## src/design/ppw_div_cell.sv

```systemverilog
// ----------------------------------------------------------------------------
// ppw_div_cell: one step of a pipelined restoring divider
// Resolves quotient bit SH and passes remainder, divisor and quotient on.
// ----------------------------------------------------------------------------
module ppw_div_cell #(
  parameter int NW = 40,
  parameter int DW = 24,
  parameter int QW = 24,
  parameter int SH = 0,
  parameter int SW = 1
) (
  input  logic          clk,
  input  logic          rst_n,
  input  logic          en,
  input  logic          vld_i,
  input  logic [NW-1:0] rem_i,
  input  logic [DW-1:0] dvs_i,
  input  logic [QW-1:0] quo_i,
  input  logic [SW-1:0] side_i,
  output logic          vld_o,
  output logic [NW-1:0] rem_o,
  output logic [DW-1:0] dvs_o,
  output logic [QW-1:0] quo_o,
  output logic [SW-1:0] side_o
);

  localparam int CW = (NW > DW + SH) ? NW : DW + SH;

  logic [CW-1:0] rem_w, sub_w;
  logic          take;
  logic [NW-1:0] rem_nxt;
  logic [QW-1:0] quo_nxt;
  logic          vld_r;
  logic [NW-1:0] rem_r;
  logic [DW-1:0] dvs_r;
  logic [QW-1:0] quo_r;
  logic [SW-1:0] side_r;

  // Compare remainder against the shifted divisor
  assign rem_w = CW'(rem_i);
  assign sub_w = CW'(dvs_i) << SH;
  assign take  = rem_w >= sub_w;

  always_comb begin
    quo_nxt     = quo_i;
    quo_nxt[SH] = take;
    rem_nxt     = take ? NW'(rem_w - sub_w) : rem_i;
  end

  // Advance on enable
  always_ff @(posedge clk) begin
    if (!rst_n) begin
      vld_r <= 1'b0;
    end else if (en) begin
      vld_r <= vld_i;
    end
  end

  always_ff @(posedge clk) begin
    if (en) begin
      rem_r  <= rem_nxt;
      dvs_r  <= dvs_i;
      quo_r  <= quo_nxt;
      side_r <= side_i;
    end
  end

  assign vld_o  = vld_r;
  assign rem_o  = rem_r;
  assign dvs_o  = dvs_r;
  assign quo_o  = quo_r;
  assign side_o = side_r;

endmodule
```

## config.mk

```make
export PLATFORM = sky130hd
export DESIGN_NAME = ppw_div_cell
export DESIGN_NICKNAME = d
export VERILOG_FILES = /design/src/design/ppw_div_cell.sv
export SDC_FILE = /design/constraint.sdc
export NUM_CORES = 1
export LEC_CHECK = 0
export ABC_CLOCK_PERIOD_IN_PS = 4500
export BUFFER_PORTS_ARGS = -buffer_cell sky130_fd_sc_hd__buf_2
export CAP_MARGIN = 20
export CORE_ASPECT_RATIO = 0.75
export CORE_UTILIZATION = 39
export CTS_BUF_LIST = sky130_fd_sc_hd__clkbuf_8
export CTS_CLUSTER_SIZE = 14
export DETAILED_ROUTE_END_ITERATION = 7
export HOLD_SLACK_MARGIN = 0.06
export PLACE_DENSITY_LB_ADDON = 0.1
export SYNTH_ARGS = -nofsm -noshare
export SYNTH_HDL_FRONTEND = slang
export SYNTH_SLANG_ARGS = --single-unit
export TNS_END_PERCENT = 50
```

## constraint.sdc

```tcl
create_clock -name clk -period 4.5 [get_ports clk]
set_clock_uncertainty 0.2 [all_clocks]
set_input_delay 1.125 -clock clk [delete_from_list [all_inputs] [get_ports clk]]
set_output_delay 1.125 -clock clk [all_outputs]
set_load 0.05 [all_outputs]
```

Word level (Yosys, flattened, before mapping)
Index checks and enable logic that the tools add are counted.

storage, ports and cells
  word-level logic and storage cells = 8
  bits in registers = 90
  output and inout port bits = 90
  input bits = 93

cells by class
  multiplexer cells = 1
  magnitude comparators = 1
  $add $sub $neg = 1

operator list
  kind                                          count
  greater-or-equal comparator 40 x 24 -> 1 bit  1
  2-to-1 mux 40 bit                             1
  subtractor 40 x 24 -> 40 bit                  1

Depth between registers and ports, before layout
Gate-level depths: netlist of the first run.

  word-level depth = 2
  gate-level depth with buffers = 14
  gate-level depth less buffers = 12

Worst setup path before layout of the first run
No wires, ideal clock.

  path type = input -> register
  start = input rem_i[0]
  end = register rem_r[15], in the netlist rem_o[15], data pin
  arrival = 3.326 ns
  setup slack = 0.714 ns
  data required time = 4.040 ns
  cell stages on the path = 13
  path buffers = 2
  setup time = 0.260 ns
  cells stage by stage = inv_1 > ha_1 > fa_1 > nand2b_1 > a211oi_1 > o21ai_0 > a21oi_1 > o31ai_1 > and3_1 > buf_6 > inv_4 > buf_6 > mux2_4

on the way
  cells in the longest elaborated chain, start to end = 2
  elaborated cells between the ends (all ways) = 3
  classes of those cells = add/sub (1); order compare (1); mux (1)

RTL lines
  item                                                                                          RTL line  text
  start: declaration                                                                            16        input logic [NW-1:0] rem_i,
  subtractor 40 x 24 -> 40 bit or greater-or-equal comparator 40 x 24 -> 1 bit (tied branches)  47, 42
  2-to-1 mux 40 bit (*)                                                                         47        rem_nxt = take ? NW'(rem_w - sub_w) : rem_i;
  named net rem_nxt[15]                                                                         31        logic [NW-1:0] rem_nxt;
  end signal: assignment                                                                        61        rem_r <= rem_nxt;
  end: declaration                                                                              34        logic [NW-1:0] rem_r;

Mark *: on every way through the listed nets, which the timed path passes. The rest lies on a longest branch.
A chain may end at the register's enable or synchronous reset.

Worst setup path after layout of the first run
  start = input rem_i[9]
  end = register rem_r[18], in the netlist rem_o[18], data pin

The elaborated chain is that of the path after synthesis.

==> results of run 1 <==
## worst max-delay path: cells and delay by family
family / cells / cell delay (ps)
AOI/OAI and AO/OA: 6 / 1480
buffers and inverters: 3 / 530
and+or+nand+nor: 2 / 500
adders and majority gates: 1 / 340
## logic make-up (layout without fill, tap and decap cells)
family	Yosys count	count (layout)	share of synthesized area (%)
compound gates	94	94	11.97
xor+xnor	37	37	6.738
fa+ha+maj	25	25	6.660
buf+inv	48	236	4.292
flops	90	90	55.98
mux	6	6	1.613
simple gates	118	118	12.75
## power groups by stage
| stage | Combinational (W) | Sequential [W] | Clock [W] |
|---|---|---|---|
| final | 0.000715 | 0.00104 | 0.000538 |
| after global routing | 0.000765 | 0.00105 | 0.000589 |
| after CTS | 0.000719 | 0.00105 | 0.000563 |
| after detailed placement | 0.000714 | 0.00106 | 0 |
| after global placement | 0.000714 | 0.00106 | 0 |
| after floorplan | 0.000208 | 0.00137 | 0 |
## synthesized netlist by cell type, types with 3 or more instances
| cell type | count |
|---|---|
| edfxtp_1 | 89 |
| a21oi_1 | 38 |
| nor2_1 | 38 |
| inv_1 | 30 |
| ha_1 | 24 |
| xnor2_1 | 24 |
| nand2_1 | 21 |
| nand4_1 | 15 |
| o21ai_0 | 15 |
| clkbuf_1 | 13 |
| xor2_1 | 13 |
| a211oi_1 | 11 |
| a21o_1 | 10 |
| nand2b_1 | 9 |
| nor3_1 | 8 |
| a31oi_1 | 4 |
| nor2b_1 | 4 |
| or3_1 | 4 |
| or4_1 | 4 |
| and3_1 | 3 |
| buf_6 | 3 |
| mux2_4 | 3 |
| o21bai_1 | 3 |
## registers in the layout (all words and copies together), names as in the netlist
register and flops:
rem_o 40, dvs_o 24, quo_o 24, side_o 1, vld_o 1
## final timing paths
check,start,end,slack (ps),depth (start not counted)
max,rem_i[9],rem_o[18],440,12
min,vld_o,vld_o,340,2
max reg2reg,vld_o,vld_o,3700,2
min reg2reg,vld_o,vld_o,340,2
## layout make-up
class / instances / area [µm²] / share of cell area (%)
Clock buffer: 9 / 123.9 / 2.036
Tap cell: 162 / 202.7 / 3.332
Timing Repair Buffer: 189 / 968.4 / 15.92
Inverter: 31 / 118.9 / 1.954
Sequential cell: 90 / 2693 / 44.26
Multi-Input combinational cell: 280 / 1911 / 31.41
Clock inverter: 7 / 66.31 / 1.090
## metal layers
layer	up-vias	wire, µm
li1	1905	-
met1	1713	5735
met2	124	4551
met3	8	745
met4	0	116
met5	-	0
## through the flow
step	total power [W]	area (µm²)	setup slack, ps	util [%]
2_1_floorplan	0.001580	4810	714.0	-
4_1_cts	0.002328	6083	457.4	51.62
5_1_grt	0.002409	6083	100.4	51.62
6_report	0.002298	6083	438.0	51.62
3_5_place_dp	0.001777	5893	50.83	50.01
3_3_place_gp	0.001777	5893	45.78	50.01
==> metrics, run 1 <==
status=finished clean; layout cells sized above 1=35.48%; dominant cell type by area after synthesis=edfxtp_1; DR DRC count=0; Worst Setup End Kind=register; EDFF count, synth=89; Iteration-0 DRC Markers=220; clk root buf=clkbuf_8; area of the mapped netlist=0.004810 mm²; Avg WL per Cell=14.52 µm; power density cells=377.8 mW/mm²; H-tree depth=3; port buffer count=181; total gr overflow=0; Final setup violation count=0; Die X=130.2 µm; Pre-Repair DR Iteration Count=4; ys async rst share=0%; starting density of the core=roughly two fifths; Ys Warns=0; Placed Cells incl. Taps=752; Worst EP arrival=3990 ps; Die Y=98.18 µm; Synth area leaders=edfxtp_1 (56%), ha_1 (6.2%), xnor2_1 (4.4%); crit-path max FO=25; clock transition at the registers of the reported paths=100 ps; Mapped Nets=536; RSZ-0062 raised after global routing=no; worst vdd ir=about 0.00022 V; Post-Route WL=between 10000 and 15000 µm; post-synthesis cell count=418; Post-layout nets=719; first-pass GRT wire length=between 15000 and 20000 µm; Post-CTS Hold Fix Bufs=0; synthesized area per cell=about 12 µm²; CP startpoint kind=primary input; max cap viols=0; Static Leak=2.640 nW; number of buffers created by CTS=9; Yosys cell types=46; ys flop type=edfxtp_1; Synth Register Bits=90; vias per cell=slightly below 5; Sequential Power Share=45.5%; fillcell total=1094; commonest non-fill, non-tap cell in the layout=buf_2; routed vias=3750; Int Pwr=roughly 0.0014 W; largest stage delay on the critical path=between 400 and 500 ps; n_diodes=0; commonest cells after routing, fill and taps aside=buf_2 (180), edfxtp_1 (89), nor2_1 (38), a21oi_1 (38), inv_1 (30); Placer Congestion=0.8139; Min-Delay Path Class=register to register; clock share of power=23.4%; slew margin rel.=36.65%; largest net degree at the start of global routing=a little under 80; I/O pin count=183; final setup TNS=0 ps; Post-DP HPWL=~8500 µm; Sw Share=37.21%; period utilization=90.27%; CP max stage cell=o31ai_1; die area=0.01279 mm²; antenna violations before repair=0; CTS Buffer Depth=2; WHS=335.5 ps; global-route usage over all layers=17.78%; post-CTS setup buffer count=0; GR Util met3=5.315%; GR peak layer=met1; core box area=0.01178 mm²; CP Data Required Time=4430 ps; vias in the first global route=approximately 3500; Most common cell on crit path=a21oi_1; Comb power frac=31.1%; ANT nets after route=0; minimum clock period=between 4000 and 5000 ps; Cell Chain, Critical Path=buf_2 -> ha_1 -> a21oi_1 -> o211ai_1 -> o21ai_0 -> a21oi_1 -> o31ai_1 -> and3_1 -> inv_4 -> buf_4 -> nor2_1 -> a21oi_1; clk_lat worst skew=370 ps; final hold violation count=0; final std cells w/o fill=768; met1 usage=between 20% and 30%; TritonCTS Sinks=90; area delta synth->final=26.48%; sw power=~0.00086 W; Worst Tran Pin Value=950.3 ps; Cell Rows=34; fmax=0.2462 GHz; top-area cell type share of the netlist area=a little under three fifths; WS Path Type=primary input to register; Seq/Total Area, Yosys=55.98%; CTS tree=yes; Max Transition Viols Final=0; cts repair resizes=0; M2 GR Usage=24.84%
Power figures use the tool's default switching activity.
==> run 2: changes to the inputs <==
REMOVE_ABC_BUFFERS = 1   (was unset)
==> run 2 against run 1 <==
- flip-flop and latch count unchanged
- via count increased by 1.9%
- global-route usage increased by 0.16 points
- maximum frequency increased by 1.2%
- clock power increased by 11%
- register-to-register slack about the same
- clock-buffer cell count unchanged
- worst hold slack improved by 7.8 ps
- largest cell class unchanged
- highest routed layer unchanged
==> metrics, run 2 (synthesized netlist as in run 1, its figures left out) <==
minimum clock period=4016 ps (-46.48 ps); critical path's top delay family=compound AO/OA/AOI/OAI gates; total gr overflow=0 (unchanged); Register Area=0.002693 mm² (unchanged); Static Leak=2.671 nW (+1.2%); Post-Route WL=11370 µm (+2.0%); period utilization=89.23% (-1.0 points); area delta synth->final=27.55%; port buffer count=181 (unchanged); n_diodes=0 (unchanged); Placed Cells incl. Taps=756 (+0.53%); first-pass GRT wire length=17640 µm (+1.5%); Pre-Repair DR Iteration Count=4 (unchanged); I/O pin count=183 (unchanged); fillcell total=1090 (-0.37%); CP Data Required Time=4410 ps (-20 ps); post-CTS setup buffer count=0 (unchanged); final std cells w/o fill=772 (+0.52%); RSZ-0062 raised after global routing=no; starting density of the core=40.82% (unchanged); Max Transition Viols Final=0 (unchanged); layout cells sized above 1=35.41% (-0.069 points); Iteration-0 DRC Markers=269 (+22%); ANT nets after route=0 (unchanged); Worst Setup End Kind=register; crit-path max FO=22 (-12%); Die X=130.2 µm (unchanged); routed vias=3821 (+1.9%); status=finished clean; Final setup violation count=0 (unchanged); Post-layout nets=723 (+0.56%); Multi-input gate area=0.001911 mm² (unchanged); commonest non-fill, non-tap cell in the layout=buf_2; final worst setup slack=484.4 ps (+46.48 ps); number of buffers created by CTS=9 (unchanged); largest stage delay on the critical path=400 ps (-60 ps); cts repair resizes=0 (unchanged); Cell Rows=34 (unchanged); max reg flops=40 (unchanged); slew margin rel.=66.90% (+30 points); Post-DP HPWL=8867 µm (+3.8%); cells on worst reg2reg path=2 (unchanged); Avg WL per Cell=14.72 µm (+1.4%); fmax=0.2490 GHz (+1.2%); largest net degree at the start of global routing=36 (-54%); Min-Delay Path Class=register to register; clock transition at the registers of the reported paths=90 ps (about the same); TritonCTS Sinks=90 (unchanged); Worst Tran Pin Value=492.7 ps (-457.5 ps); WS Path Type=primary input to register; DR DRC count=0 (unchanged); commonest cells after routing, fill and taps aside=buf_2 (180), edfxtp_1 (89), nor2_1 (38), a21oi_1 (38), inv_1 (33); max cap viols=0 (unchanged); antenna violations before repair=0 (unchanged); vias in the first global route=3651 (+4.5%); power density cells=383.9 mW/mm² (+1.6%); Die Y=98.18 µm (unchanged); final setup TNS=0 ps (unchanged); WHS=343.3 ps (+7.758 ps); Placer Congestion=0.8342 (+2.5%); CTS tree=yes; core box area=0.01178 mm² (unchanged); H-tree depth=3 (unchanged); vias per cell=4.949 (+1.4%); Worst EP arrival=3930 ps (-60 ps); worst vdd ir=0.0001722 V (-21%); die area=0.01279 mm² (unchanged); critical path depth=12 (unchanged); total power=0.002355 W (+2.5%); clk_lat worst skew=350 ps (-20 ps); Cell Chain, Critical Path=buf_2 -> inv_1 -> ha_1 -> fa_1 -> nand2b_1 -> a211oi_1 -> o21ai_0 -> a21oi_1 -> o31ai_1 -> and3_1 -> inv_4 -> mux2_2; global-route usage over all layers=17.95% (+0.16 points); clk root buf=clkbuf_8; dpl ws=144.7 ps (+93.88 ps); final hold violation count=0 (unchanged); critical path buffer and inverter count=3 (unchanged); CTS Buffer Depth=2 (unchanged); WHS Path Cells=2 (unchanged); Post-CTS Hold Fix Bufs=0 (unchanged); CP startpoint kind=primary input; CP max stage cell=fa_1
==> run 2: changes by cell type in the layout (fill, tap and decap cells not counted) <==
cell,delta
clkinvlp_4,+1
inv_1,+3
inv_6,-3
buf_4,+4
bufinv_16,+2
inv_8,-2
clkinv_4,-1
==> run 2: worst min-delay path: cells and delay by family, from the launching register on <==
| family | cells | cell delay, ps |
|---|---|---|
| flops | 1 | 320 |
| mux | 1 | 120 |
| simple gates | 1 | 60 |
==> run 2: metal layers <==
metal,track usage (%),vias to the layer above,part of all wire [%]
li1,-,1911,-
met1,25.31,1765,49
met2,26.88,134,43
met3,4.712,11,7.1
met4,5.367,0,1.1
met5,0,-,0
==> run 2: path summary, 6_finish.rpt <==
check	from	to	slack, ps
max	rem_i[0]	rem_o[6]	480
min	vld_o	vld_o	340
max reg2reg	vld_o	vld_o	3700
min reg2reg	vld_o	vld_o	340
==> run 2: layout make-up <==
cell class,count,area share [%]
Sequential cell,90,43.89
Inverter,31,1.938
Multi-Input combinational cell,280,31.14
Tap cell,162,3.304
Clock inverter,7,1.428
Clock buffer,9,2.019
Timing Repair Buffer,193,16.28
==> run 2: through the flow <==
step	util, %	cell area (µm²)
3_5_place_dp	50.27	5923
6_report	52.06	6135
2_1_floorplan	-	4722
5_1_grt	52.06	6135
4_1_cts	52.06	6135
3_3_place_gp	50.27	5923
==> run 2: power breakdown <==
part / total (W) / leakage [nW] / switching, W / internal (W)
Combinational: 0.000716 / 1.68 / 0.000515 / 0.000202
Clock: 0.000595 / 0.113 / 0.000287 / 0.000308
Sequential: 0.00104 / 0.880 / 0.0000189 / 0.00103
==> run 3: changes to the inputs <==
CORE_MARGIN = 3   (was unset)
==> run 3 against run 2 <==
- register-to-register slack about the same
- first-iteration DRC count down 2.2%
- sequential share of layout area up 0.42 points
- die area up 7.3%
- worst setup slack worse by 32 ps
- combinational power about the same
- critical path type unchanged
- highest routed layer unchanged
==> metrics, run 3 (synthesized netlist as in run 1, its figures left out) <==
minimum clock period=4048 ps (+32.36 ps); first-pass GRT wire length=18040 µm (+2.3%); max reg flops=40 (unchanged); Final setup violation count=0 (unchanged); I/O pin count=183 (unchanged); dpl ws=118.1 ps (-26.65 ps); slew margin rel.=37.78% (-29 points); worst vdd ir=0.0001552 V (-9.9%); n_diodes=0 (unchanged); ANT nets after route=0 (unchanged); CP max stage cell=nor3b_1; Worst EP arrival=3960 ps (+30 ps); Worst Setup End Kind=register; vias in the first global route=3650 (-0.027%); total power=0.002253 W (-4.4%); global-route usage over all layers=16.65% (-1.3 points); Post-layout nets=721 (-0.28%); crit-path max FO=5 (-77%); period utilization=89.95% (+0.72 points); fmax=0.2470 GHz (-0.80%); clk_lat worst skew=350 ps (about the same); Worst Tran Pin Value=933.3 ps (+440.5 ps); CTS Buffer Depth=2 (unchanged); port buffer count=181 (unchanged); die area=0.01372 mm² (+7.3%); Pre-Repair DR Iteration Count=5 (+1); commonest non-fill, non-tap cell in the layout=buf_2; Post-DP HPWL=9103 µm (+2.7%); Post-Route WL=11630 µm (+2.3%); routed vias=3815 (-0.16%); CP Data Required Time=4410 ps (about the same); CTS tree=yes; CP startpoint kind=primary input; Static Leak=2.630 nW (-1.5%); commonest cells after routing, fill and taps aside=buf_2 (180), edfxtp_1 (89), nor2_1 (38), a21oi_1 (38), inv_1 (30); H-tree depth=3 (unchanged); Placer Congestion=0.8236 (-1.3%); TritonCTS Sinks=90 (unchanged); Iteration-0 DRC Markers=263 (-2.2%); Die X=134.2 µm (+3.1%); Avg WL per Cell=15.11 µm (+2.6%); WS Path Type=primary input to register; largest stage delay on the critical path=700 ps (+300 ps); total gr overflow=0 (unchanged); Cell Chain, Critical Path=buf_2 -> ha_1 -> a211oi_1 -> o211ai_1 -> o21ai_0 -> a21oi_1 -> o31ai_1 -> nor3b_1 -> nand2_1 -> xnor2_1; post-CTS setup buffer count=0 (unchanged); starting density of the core=40.67% (-0.15 points); critical path buffer and inverter count=1 (-2); layout cells sized above 1=35.36% (-0.048 points); cts repair resizes=0 (unchanged); status=finished clean; core box area=0.01183 mm² (+0.36%); Die Y=102.2 µm (+4.1%); critical path's top delay family=compound AO/OA/AOI/OAI gates; Post-CTS Hold Fix Bufs=0 (unchanged); RSZ-0062 raised after global routing=no; final worst setup slack=452.1 ps (-32.36 ps); clock transition at the registers of the reported paths=90 ps (about the same); clk root buf=clkbuf_8; Max Transition Viols Final=0 (unchanged); number of buffers created by CTS=9 (unchanged); DR DRC count=0 (unchanged); final setup TNS=0 ps (unchanged); area delta synth->final=26.35%; Cell Rows=34 (unchanged); final hold violation count=0 (unchanged); max cap viols=0 (unchanged); final core occ=51.39% (-0.67 points); vias per cell=4.955 (+0.10%); antenna violations before repair=0 (unchanged); largest net degree at the start of global routing=75 (+110%); Min-Delay Path Class=register to register; power density cells=370.7 mW/mm² (-3.4%)
run 3: cell types whose count changed in the layout (fill, tap and decap cells not counted):
| cell | change |
|---|---|
| buf_4 | -2 |
| bufinv_16 | -2 |
| clkinv_1 | +2 |
| clkinv_2 | +1 |
| clkinvlp_4 | +1 |
| inv_1 | -3 |
| inv_6 | +1 |
run 3: layout make-up:
type,instances,area (µm²)
clock buffer,9,123.9
clock inverter,7,45.04
fill,1110,5749
inverter,31,118.9
multi-input combinational,280,1911
sequential,90,2693
tap,162,202.7
timing repair buffer,191,983.4
run 3: metal layers:
metal,global-route usage [%],part of all wire [%],vias up
met1,24.28,48,1760
met2,24.71,44,138
met5,0,0,-
li1,-,-,1903
met4,4.773,1.4,0
met3,4.232,7.0,14
run 3: path summary, 6_finish.rpt:
path,from,end,slack [ps],cells past startpoint
setup / recovery,rem_i[5],rem_o[26],450,10
hold / removal,vld_o,vld_o,320,2
setup reg to reg,vld_o,vld_o,3710,2
hold reg to reg,vld_o,vld_o,320,2
run 3: per-stage QoR:
step / cells / instance area, µm² / hold slack (ps)
final: 770 / 6077 / 324.9
after global routing: 770 / 6077 / 406.1
after global placement: 754 / 5908 / 293.0
after floorplan: 401 / 4722 / 542.9
after detailed placement: 754 / 5908 / 312.6
after CTS: 770 / 6077 / 331.1
run 3: where the power goes:
group	switching [W]	total (W)	leakage, nW	internal (W)
clock	0.000292	0.000491	0.0807	0.000199
sequential	0.0000187	0.00104	0.880	0.00103
combinational	0.000517	0.000718	1.67	0.000201
total	0.000827	0.00225	2.63	0.00143
run 3: worst reg2reg max path: stages, from the launching register on:
cell	delay, ps
dfxtp_1	320
mux2i_1	120
nor2b_1	60
