===== config.mk =====
export PLATFORM = sky130hd
export DESIGN_NAME = ppw_sqrt_cell
export DESIGN_NICKNAME = d
export VERILOG_FILES = /design/src/design/ppw_sqrt_cell.sv
export SDC_FILE = /design/constraint.sdc
export NUM_CORES = 1
export LEC_CHECK = 0
export BUFFER_PORTS_ARGS = -buffer_cell sky130_fd_sc_hd__buf_2
export CORE_ASPECT_RATIO = 1.1
export CORE_MARGIN = 2
export CORE_UTILIZATION = 35
export CTS_CLUSTER_DIAMETER = 80
export DETAILED_ROUTE_END_ITERATION = 8
export SLEW_MARGIN = 30
export SYNTH_ARGS = -nofsm -noshare
export SYNTH_HDL_FRONTEND = slang
export SYNTH_SLANG_ARGS = --single-unit

===== constraint.sdc =====
create_clock -name clk -period 9.6 [get_ports clk]
set_input_delay 2.4 -clock clk [delete_from_list [all_inputs] [get_ports clk]]
set_output_delay 2.4 -clock clk [all_outputs]
set_load 0.01 [all_outputs]

===== src/design/ppw_sqrt_cell.sv =====
// ----------------------------------------------------------------------------
// ppw_sqrt_cell: one step of a pipelined integer square root
// Resolves one root bit per cell and hands remainder and root onward.
// ----------------------------------------------------------------------------
module ppw_sqrt_cell #(
  parameter int W    = 48,
  parameter int STEP = 0,
  parameter int SW   = 1
) (
  input  logic          clk,
  input  logic          rst_n,
  input  logic          en,
  input  logic          vld_i,
  input  logic [W-1:0]  rad_i,
  input  logic [W-1:0]  root_i,
  input  logic [SW-1:0] side_i,
  output logic          vld_o,
  output logic [W-1:0]  rad_o,
  output logic [W-1:0]  root_o,
  output logic [SW-1:0] side_o
);

  localparam int BP = W - 2 - 2 * STEP;
  localparam logic [W:0] BIT_W = (W + 1)'(1) << BP;

  logic [W:0]    trial;
  logic          take;
  logic [W-1:0]  rad_nxt, root_nxt;
  logic          vld_r;
  logic [W-1:0]  rad_r, root_r;
  logic [SW-1:0] side_r;

  // Trial subtract of root plus the current bit
  assign trial = {1'b0, root_i} + BIT_W;
  assign take  = {1'b0, rad_i} >= trial;

  always_comb begin
    if (take) begin
      rad_nxt  = W'({1'b0, rad_i} - trial);
      root_nxt = W'({1'b0, root_i >> 1} + BIT_W);
    end else begin
      rad_nxt  = rad_i;
      root_nxt = root_i >> 1;
    end
  end

  // Advance on enable
  always_ff @(posedge clk) begin
    if (!rst_n) begin
      vld_r <= 1'b0;
    end else if (en) begin
      vld_r <= vld_i;
    end
  end

  always_ff @(posedge clk) begin
    if (en) begin
      rad_r  <= rad_nxt;
      root_r <= root_nxt;
      side_r <= side_i;
    end
  end

  assign vld_o  = vld_r;
  assign rad_o  = rad_r;
  assign root_o = root_r;
  assign side_o = side_r;

endmodule


# After elaboration in Yosys (flattened, before gate mapping)
# Cells that the tools add are included.
[totals]
register_bits = 98
wordCells = 11
out_inout_bits = 98
in_bits = 101
[classes]
n_mux = 2
n_addsub = 3
n_lt_le_gt_ge = 1
[op_table]
columns = ["cell", "count"]
rows = [
  ["$add 48x47->49 const B", 1],
  ["$ge 48x49->1", 1],
  ["$add 47x47->48 const B", 1],
  ["$mux 48", 1],
  ["$sub 48x48->48", 1],
  ["$mux 47", 1],
]

# Depth between registers and ports, before layout
# Gate-level depths: netlist of run 1.
[logic_depth]
word_depth = 3
ltp_mapped = 14
ltp_nobuf = 12

# Worst setup path after synthesis of run 1
# OpenSTA, ideal clock, no wires.
[synth_timing]
path_kind = "input-to-reg"
startpoint = "input root_i[19]"
endpoint = "register rad_r[41] (netlist: rad_o[41]) (data pin)"
n_path_buf = 2
slack_ps = 4562
path_stages = 11
t_arrival_ps = 4779
t_required_ps = 9340
path_cell_list = "inv_1 > ha_1 > buf_4 > nand2_2 > or3_4 > a2111oi_4 > a31oi_4 > o31a_4 > o21ai_2 > buf_4 > mux2_2"
[synth_between]
elab_chain_cells = 3
word_cells_on_any_way = 4
cone_classes = "2 x add/sub; 1 x order compare; 1 x mux"
[synth_lines]
columns = ["item", "line", "text"]
rows = [
  ["from (decl)", "15", "input logic [W-1:0] root_i,"],
  ["$add 48x47->49 (*)", "34", "assign trial = {1'b0, root_i} + BIT_W;"],
  ["$sub 48x48->48 or $ge 48x49->1 (tied branches)", "39, 35", ""],
  ["$mux 48 (*)", "38", "if (take) begin"],
  ["net rad_nxt[41]", "28", "logic [W-1:0] rad_nxt, root_nxt;"],
  ["to (signal assigned)", "58", "rad_r <= rad_nxt;"],
  ["to (decl)", "30", "logic [W-1:0] rad_r, root_r;"],
]
# The timed path passes the listed nets; every way through them passes the cells marked *.
# A chain may end at the register's enable or synchronous reset.

# Worst setup path after layout of run 1
[layout_timing]
startpoint = "input root_i[16]"
endpoint = "register rad_r[29] (netlist: rad_o[29]) (data pin)"
# Same word-level chain as after synthesis.

==> flow_metrics.env, run 1 <==
export IMPL_netlist_instances=670
export IMPL_drt_iter0_drc=348
export IMPL_crit_type="in -> reg"
export IMPL_setup_viol=0
export IMPL_vdd_ir_drop_max_uv=72.7
export IMPL_numCtsBuffers=9
export IMPL_clkLatencyLatePin_ns=0.35
export IMPL_synth_top_cell_by_area="edfxtp_1"
export IMPL_fin_total_pwr_mw=1.26
export IMPL_fmax_mhz=172
export IMPL_whs_ns=0.517
export IMPL_status="finished, final reports clean"
export IMPL_final_hold_viol_count=0
export IMPL_antenna_found_initial=4
export IMPL_hold_buffers=0
export IMPL_via_per_inst=5.03
export IMPL_antenna_left=0
export IMPL_ioPinCount=199
export IMPL_worstHoldPathType="reg -> reg"
export IMPL_die_w_um=135
export IMPL_rsz0062_at_grt="false"
export IMPL_fillCellCount=1844
export IMPL_fin_nets=1005
export IMPL_cp_cell_sequence="buf_2 > inv_1 > ha_1 > nand2_2 > o221ai_1 > nor3_1 > a2111oi_4 > a31oi_4 > o31a_4 > o21ai_4 > clkbuf_16 > buf_4 > mux2_1"
export IMPL_grt_max_degree=55
export IMPL_p_per_area_mw_per_mm2=157
export IMPL_startpoint_type="input port"
export IMPL_period_minus_slack_ns=5.82
export IMPL_gp_congestion=0.862
export IMPL_ys_seq_area_frac=0.447
export IMPL_slowest_delay_ns=0.44
export IMPL_htree_num_levels=3
export IMPL_crit_arrival_ns=5.91
export IMPL_ctsResizeCount=0
export IMPL_grt_pass1_wl_um=26400
export IMPL_maxCapViolations=0
export IMPL_synth_area_per_cell_sq_um=9.80
export IMPL_synth_warnings=0
export IMPL_fin_skew_ns=0
export IMPL_cts_tree="built"
export IMPL_ys_types=60
export IMPL_first_pass_iters=5
export IMPL_final_cells=1105
export IMPL_drt_total_wl_um=16900
export IMPL_synth_area_leaders="edfxtp_1 44%, ha_1 9.3%, a21oi_1 6.5%"
export IMPL_area_growth_pct=22.4
export IMPL_synth_seq_cells=98
export IMPL_start_util=0.357
export IMPL_slew_headroom=0.534
export IMPL_async_flop_share=0
export IMPL_clockRootBuffer="clkbuf_16"
export IMPL_die_y_um=148
export IMPL_slew_violations=0
export IMPL_clockBufferDepth=2
export IMPL_postCtsSetupBuffers=0
export IMPL_via_count=5559
export IMPL_design_core_area_sq_mm=0.0184
export IMPL_leakage_nw=3.62
export IMPL_grt_pass1_vias=5268
export IMPL_place_hpwl_um=13400
export IMPL_crit_required_ns=9.69
export IMPL_synth_edf_count=97
export IMPL_crit_slowest_cell="a2111oi_4"
export IMPL_fp_dieArea_sq_mm=0.0199
export IMPL_period_share=0.606
export IMPL_synth_fp_nets=821
export IMPL_crit_fanout=47
export IMPL_place_inst=1085
export IMPL_holdPathStages=2
export IMPL_worst_pin_slew_ns=0.699
export IMPL_finalSetupTns_ns=0
export IMPL_mappedNetlistArea_sq_mm=0.00657
export IMPL_rr_worst_depth=2
export IMPL_grt_use_total=0.169
export IMPL_synth_top_cell_area_share=0.444
export IMPL_wl_per_cell_um=15.3
export IMPL_synthFlopType="edfxtp_1"
export IMPL_critPathCaptureType="flip-flop"
export IMPL_route_detailed_drc=0
export IMPL_num_rows=52
export IMPL_cts_sinks=98
export IMPL_grt_ovfl_total=0
export IMPL_drive_above_1_share=0.266
export IMPL_clk_pin_slew_ns=0.07
export IMPL_port_buffers=198
[cells in the final DEF, fill, tap and decap left out, types with 20 or more instances in the layout]
cell type / netlist / final
edfxtp_1: 97 / 97
ha_1: 49 / 49
xnor2_1: 23 / 23
buf_2: 9 / 197
a21oi_1: 85 / 85
inv_1: 58 / 58
nor2_1: 70 / 70
a21o_1: 25 / 25
xor2_1: 20 / 20
o21ai_0: 29 / 29
nand2_1: 43 / 43
[worst paths after layout]
check / startpoint / to / slack, ns
setup / recovery: root_i[16] / rad_o[29] / 3.78
hold / removal: vld_o / vld_o / 0.52
setup reg to reg: vld_o / vld_o / 9.02
hold reg to reg: vld_o / vld_o / 0.52
[metrics by stage]
step / utilization / cell area, sq um / setup slack, ns
finish: 0.437 / 8040 / 3.78
global route: 0.436 / 8040 / 3.52
CTS: 0.435 / 8010 / 3.51
detailed placement: 0.420 / 7740 / 3.13
global placement: 0.420 / 7740 / 3.22
floorplan: - / 6570 / 4.56
[cells in the mapped netlist (all sizes together), types with 6 or more instances]
library cell and count:
clkbuf 13, nand2 45, nor3 10, nor2b 6
a31oi 10, nand4 14, a21o 25, xnor2 23
ha 49, a21oi 86, edfxtp 97, nor2 70
nand3 13, inv 58, buf 15, o21ai 30
xor2 20, mux2 11, o21bai 11, o21a 6
[kinds of logic (layout without fill, tap and decap cells)]
kind of cell,count (synthesis),after routing,synth area share
fa+ha+maj,50,50,0.0964
simple gates,182,182,0.129
compound gates,198,198,0.193
mux,13,13,0.0219
buf+inv,86,274,0.0560
xor+xnor,43,43,0.0574
other cells,0,4,0
flops,98,98,0.447
[state kept, by name, indices dropped and copies added (netlist names)]
register,flops
rad_o,48
root_o,48
vld_o,1
side_o,1
[worst max-delay path: cells and delay by family]
family	cells	cell delay, ns
mux	1	0.37
buf+inv	4	0.84
compound gates	5	1.55
simple gates	2	0.25
fa+ha+maj	1	0.42
[layout make-up]
type | instances | area, sq um | area share
diodes | 4 | 10.0 | 0.00124
clock buffers | 10 | 229 | 0.0285
clock inverters | 5 | 40.0 | 0.00498
inverters | 58 | 218 | 0.0271
multi-input cells | 486 | 3270 | 0.407
flip-flops and latches | 98 | 2930 | 0.365
well taps | 243 | 304 | 0.0378
repair buffers | 201 | 1030 | 0.129
[power by group]
part           internal (mW)  switching [mW]  leakage [nW]
combinational          0.153           0.220          2.53
clock                  0.177           0.169         0.133
sequential             0.530          0.0105         0.959
total                  0.860           0.400          3.62
[metal layers]
metal | vias to the layer above | wire, um | GRT usage
met4 | 0 | 279 | 0.0611
met2 | 153 | 7760 | 0.267
li1 | 2818 | - | -
met1 | 2574 | 7990 | 0.230
met5 | - | 0 | 0
met3 | 14 | 895 | 0.0312
Note: power is estimated with default switching activity, not from simulation.
==> inputs of run 2 (changes only) <==
==> constraint.sdc (replaced) <==
create_clock -name clk -period 5.45 [get_ports clk]
set_input_delay 1.3625 -clock clk [delete_from_list [all_inputs] [get_ports clk]]
set_output_delay 1.3625 -clock clk [all_outputs]
set_load 0.01 [all_outputs]
==> flow_metrics.env, run 2 (synthesis gave the netlist of run 1 again) <==
export IMPL_status="finished, final reports clean"
export IMPL_start_util=0.357
export IMPL_drt_iter0_drc=258
export IMPL_fin_nets=1007
export IMPL_clk_pin_slew_ns=0.06
export IMPL_setup_viol=0
export IMPL_clkPwrFrac=0.272
export IMPL_cts_tree="built"
export IMPL_die_y_um=148
export IMPL_fp_dieArea_sq_mm=0.0199
export IMPL_startpoint_type="input port"
export IMPL_final_cell_mix="197 x buf_2, 97 x edfxtp_1, 85 x a21oi_1"
export IMPL_swShare=0.316
export IMPL_grt_ovfl_total=0
export IMPL_die_w_um=135
export IMPL_maxCapViolations=0
export IMPL_r2r_start="vld_o"
export IMPL_power_internal_mw=1.51
export IMPL_crit_type="in -> reg"
export IMPL_design_core_area_sq_mm=0.0184
export IMPL_worstHoldPathType="reg -> reg"
export IMPL_vdd_ir_drop_max_uv=144
export IMPL_numCtsBuffers=9
export IMPL_fmax_mhz=237
export IMPL_hold_start="vld_o"
export IMPL_crit_arrival_ns=4.34
export IMPL_grt_pass1_wl_um=26900
export IMPL_critPathCaptureType="flip-flop"
export IMPL_clockBufferDepth=2
export IMPL_final_cells=1107
export IMPL_period_minus_slack_ns=4.23
export IMPL_gp_congestion=0.838
export IMPL_p_comb_frac=0.297
export IMPL_area_growth_pct=22.4
export IMPL_antenna_left=0
export IMPL_worst_pin_slew_ns=0.591
export IMPL_slew_violations=0
export IMPL_final_hold_viol_count=0
export IMPL_dp_worst_setup_slack_ns=0.864
export IMPL_route_detailed_drc=0
export IMPL_first_pass_iters=5
export IMPL_crit_start="root_i[19]"
export IMPL_crit_fanout=40
export IMPL_fin_skew_ns=0
export IMPL_via_count=5555
export IMPL_via_per_inst=5.02
export IMPL_ioPinCount=199
export IMPL_grt_pass1_vias=5397
export IMPL_crit_required_ns=5.56
export IMPL_clockRootBuffer="clkbuf_16"
export IMPL_drt_total_wl_um=17200
export IMPL_finalSetupTns_ns=0
export IMPL_rsz0062_at_grt="false"
export IMPL_place_inst=1088
export IMPL_slew_headroom=0.602
export IMPL_drive_above_1_share=0.267
export IMPL_antenna_found_initial=3
export IMPL_layout_commonest_cell="buf_2"
export IMPL_holdPathStages=2
export IMPL_ctsResizeCount=0
export IMPL_postCtsSetupBuffers=0
export IMPL_period_share=0.776
export IMPL_grt_use_total=0.173
export IMPL_rr_worst_depth=2
export IMPL_wl_per_cell_um=15.5
export IMPL_fin_ws_ns=1.22
export IMPL_clkLatencyLatePin_ns=0.35
export IMPL_hold_buffers=0
export IMPL_grt_max_degree=41
export IMPL_place_hpwl_um=13700
export IMPL_num_rows=52
export IMPL_leakage_nw=3.61
export IMPL_htree_num_levels=3
export IMPL_port_buffers=198
export IMPL_p_per_area_mw_per_mm2=275
export IMPL_p_switching_mw=0.699
export IMPL_cts_sinks=98
export IMPL_seqPwrFrac=0.431
-- run 2: final cells by class --
type / count / area [sq um]
antenna: 3 / 7.51
clock buffer: 10 / 229
clock inverter: 6 / 43.8
fill: 1871 / 10400
inverter: 58 / 218
multi-input combinational: 486 / 3270
sequential: 98 / 2930
tap: 243 / 304
timing repair buffer: 203 / 1030
-- run 2: critical path, stage by stage --
cell       delay, ns
buf_2           0.08
inv_1           0.04
ha_1            0.44
nand2_2         0.11
or3_4           0.41
a2111oi_4       0.46
a31oi_4         0.16
o31a_4          0.33
o21ai_4         0.13
buf_4           0.40
mux2_2          0.39
-- run 2: path summary, 6_finish.rpt --
kind / to / slack [ns]
max: rad_o[41] / 1.22
min: vld_o / 0.51
max reg2reg: vld_o / 4.87
min reg2reg: vld_o / 0.51
-- run 2: through the flow --
step           hold slack (ns)  instance area [sq um]   util  power, mW
4_1_cts                  0.521                   8030  0.436       2.24
3_5_place_dp             0.502                   7760  0.421       1.63
6_report                 0.512                   8040  0.437       2.21
2_1_floorplan            0.538                   6570      -       1.40
5_1_grt                  0.574                   8040  0.436       2.34
3_3_place_gp             0.494                   7760  0.421       1.62
-- run 2: per-layer routing --
layer / track usage / routed length, um / vias up
met1: 0.229 / 7920 / 2550
met5: 0 / 0 / -
met3: 0.0446 / 1020 / 18
met2: 0.275 / 7930 / 152
met4: 0.0600 / 289 / 0
li1: - / - / 2835
-- run 2: power by group through the flow --
stage | Clock, mW | Combinational, mW | Sequential [mW]
detailed placement | 0 | 0.658 | 0.969
global placement | 0 | 0.655 | 0.970
floorplan | 0 | 0.382 | 1.02
global route | 0.646 | 0.733 | 0.960
CTS | 0.622 | 0.662 | 0.953
finish | 0.600 | 0.657 | 0.952
==> inputs of run 3 (changes only) <==
==> constraint.sdc (replaced) <==
create_clock -name clk -period 4.4 [get_ports clk]
set_input_delay 1.1 -clock clk [delete_from_list [all_inputs] [get_ports clk]]
set_output_delay 1.1 -clock clk [all_outputs]
set_load 0.01 [all_outputs]
==> flow_metrics.env, run 3 (synthesis gave the netlist of run 1 again) <==
export IMPL_start_util=0.357
export IMPL_fmax_mhz=258
export IMPL_drive_above_1_share=0.273
export IMPL_die_w_um=135
export IMPL_fillCellCount=1814
export IMPL_dpl_cell_area_sq_mm=0.00783
export IMPL_swShare=0.319
export IMPL_ctsResizeCount=0
export IMPL_design_core_area_sq_mm=0.0184
export IMPL_cp_depth=13
export IMPL_hold_buffers=0
export IMPL_p_comb_frac=0.300
export IMPL_maxCapViolations=0
export IMPL_via_per_inst=5.06
export IMPL_clk_pin_slew_ns=0.07
export IMPL_die_y_um=148
export IMPL_worstHoldPathType="reg -> reg"
export IMPL_p_switching_mw=0.884
export IMPL_wl_met2_um=7880
export IMPL_whs_ns=0.525
export IMPL_period_share=0.882
export IMPL_postCtsSetupBuffers=0
export IMPL_rr_worst_depth=2
export IMPL_fp_dieArea_sq_mm=0.0199
export IMPL_clockBufferDepth=2
export IMPL_startpoint_type="input port"
export IMPL_crit_start="rad_i[0]"
export IMPL_drt_total_wl_um=17200
export IMPL_antenna_found_initial=2
export IMPL_wl_met3_um=1090
export IMPL_rr_endpoint="vld_o"
export IMPL_slowest_delay_ns=0.56
export IMPL_seqCellArea_sq_mm=0.00293
export IMPL_seqPwrFrac=0.425
export IMPL_drt_iter0_drc=359
export IMPL_crit_family="compound AO/OA/AOI/OAI gates"
export IMPL_grt_ovfl_total=0
export IMPL_num_rows=52
export IMPL_clockRootBuffer="clkbuf_16"
export IMPL_clkPwrFrac=0.275
export IMPL_crit_slowest_cell="a2111oi_1"
export IMPL_finalSetupTns_ns=0
export IMPL_worst_pin_slew_ns=0.627
export IMPL_clkLatencyLatePin_ns=0.35
export IMPL_numCtsBuffers=9
export IMPL_cp_buffers_inverters=2
export IMPL_area_growth_pct=23.5
export IMPL_cts_tree="built"
export IMPL_crit_arrival_ns=3.99
export IMPL_critPathCaptureType="flip-flop"
export IMPL_final_hold_viol_count=0
export IMPL_htree_num_levels=3
export IMPL_multi_input_area_sq_mm=0.00327
export IMPL_grt_pass1_vias=5439
export IMPL_place_hpwl_um=13700
export IMPL_crit_type="in -> reg"
export IMPL_period_minus_slack_ns=3.88
export IMPL_fin_nets=1011
export IMPL_crit_fanout=3
export IMPL_rsz0062_at_grt="false"
export IMPL_first_pass_iters=5
export IMPL_p_per_area_mw_per_mm2=342
export IMPL_fin_skew_ns=0
export IMPL_slew_violations=0
export IMPL_power_internal_mw=1.89
export IMPL_ioPinCount=199
export IMPL_cp_cell_sequence="buf_2 > inv_1 > ha_1 > fa_1 > nor2b_1 > o2111ai_1 > a21oi_1 > o21bai_1 > a2111oi_1 > o21a_1 > o21ai_0 > a211o_1 > o211a_1"
export IMPL_wl_per_cell_um=15.5
export IMPL_r2r_slack_ns=3.81
export IMPL_antenna_left=0
export IMPL_final_cell_mix="197 x buf_2, 97 x edfxtp_1, 85 x a21oi_1"
export IMPL_layout_commonest_cell="buf_2"
export IMPL_top_layer="met4"
export IMPL_grt_max_degree=54
export IMPL_crit_end="rad_o[46]"
export IMPL_leakage_nw=3.65
export IMPL_via_count=5612
export IMPL_grt_use_total=0.173
export IMPL_gp_congestion=0.857
export IMPL_design_area_sq_mm=0.00811
export IMPL_r2r_start="vld_o"
export IMPL_cts_sinks=98
export IMPL_wl_met1_um=7940
export IMPL_vdd_ir_drop_max_uv=165
export IMPL_port_buffers=198
export IMPL_setup_viol=0
export IMPL_route_detailed_drc=0
export IMPL_status="finished, final reports clean"
export IMPL_grt_pass1_wl_um=27400
export IMPL_crit_required_ns=4.51
export IMPL_slew_headroom=0.582
-- run 3: cell count changes in the layout (fill, tap and decap cells not counted), sizes merged --
cell      change
buf           +4
clkbuf        -1
clkinvlp      -2
diode         -1
inv           +3
-- run 3: stage by stage --
step | util | cells | total power, mW | setup WS [ns]
final | 0.440 | 1110 | 2.77 | 0.521
after global routing | 0.440 | 1108 | 2.92 | 0.357
after CTS | 0.440 | 1108 | 2.81 | 0.510
after detailed placement | 0.425 | 1092 | 2.03 | 0.126
after global placement | 0.425 | 1092 | 2.03 | 0.137
after floorplan | - | 670 | 1.74 | 0.662
-- run 3: final cells by class --
cell class	instances	area share
multi-input combinational	486	0.404
clock buffer	9	0.0278
sequential	98	0.362
inverter	58	0.0268
timing repair buffer	207	0.135
clock inverter	7	0.00648
tap	243	0.0375
antenna	2	0.000617
-- run 3: power by group through the flow --
stage / Combinational [mW] / Sequential, mW / Clock [mW]
detailed placement: 0.829 / 1.20 / 0
global route: 0.921 / 1.19 / 0.813
floorplan: 0.473 / 1.26 / 0
CTS: 0.835 / 1.18 / 0.791
global placement: 0.827 / 1.20 / 0
finish: 0.830 / 1.18 / 0.762
-- run 3: how the worst min path moves through the flow --
stage          slack, ns     to  start  depth (start not counted)
2_1_floorplan       0.54  vld_o  vld_o                          2
4_1_cts             0.53  vld_o  vld_o                          2
3_3_place_gp        0.49  vld_o  vld_o                          2
3_5_place_dp        0.51  vld_o  vld_o                          2
6_report            0.52  vld_o  vld_o                          2
5_1_grt             0.57  vld_o  vld_o                          2
-- run 3: layer usage --
| metal | track usage | vias up |
|---|---|---|
| li1 | - | 2828 |
| met1 | 0.231 | 2604 |
| met2 | 0.278 | 160 |
| met3 | 0.0422 | 20 |
| met4 | 0.0553 | 0 |
| met5 | 0 | - |
-- run 3: worst register-to-register path: cells and delay by family, from the launching register on --
kind	cells	cell delay [ns]
AND/OR/NAND/NOR	1	0.06
flip-flops	1	0.31
multiplexers	1	0.12
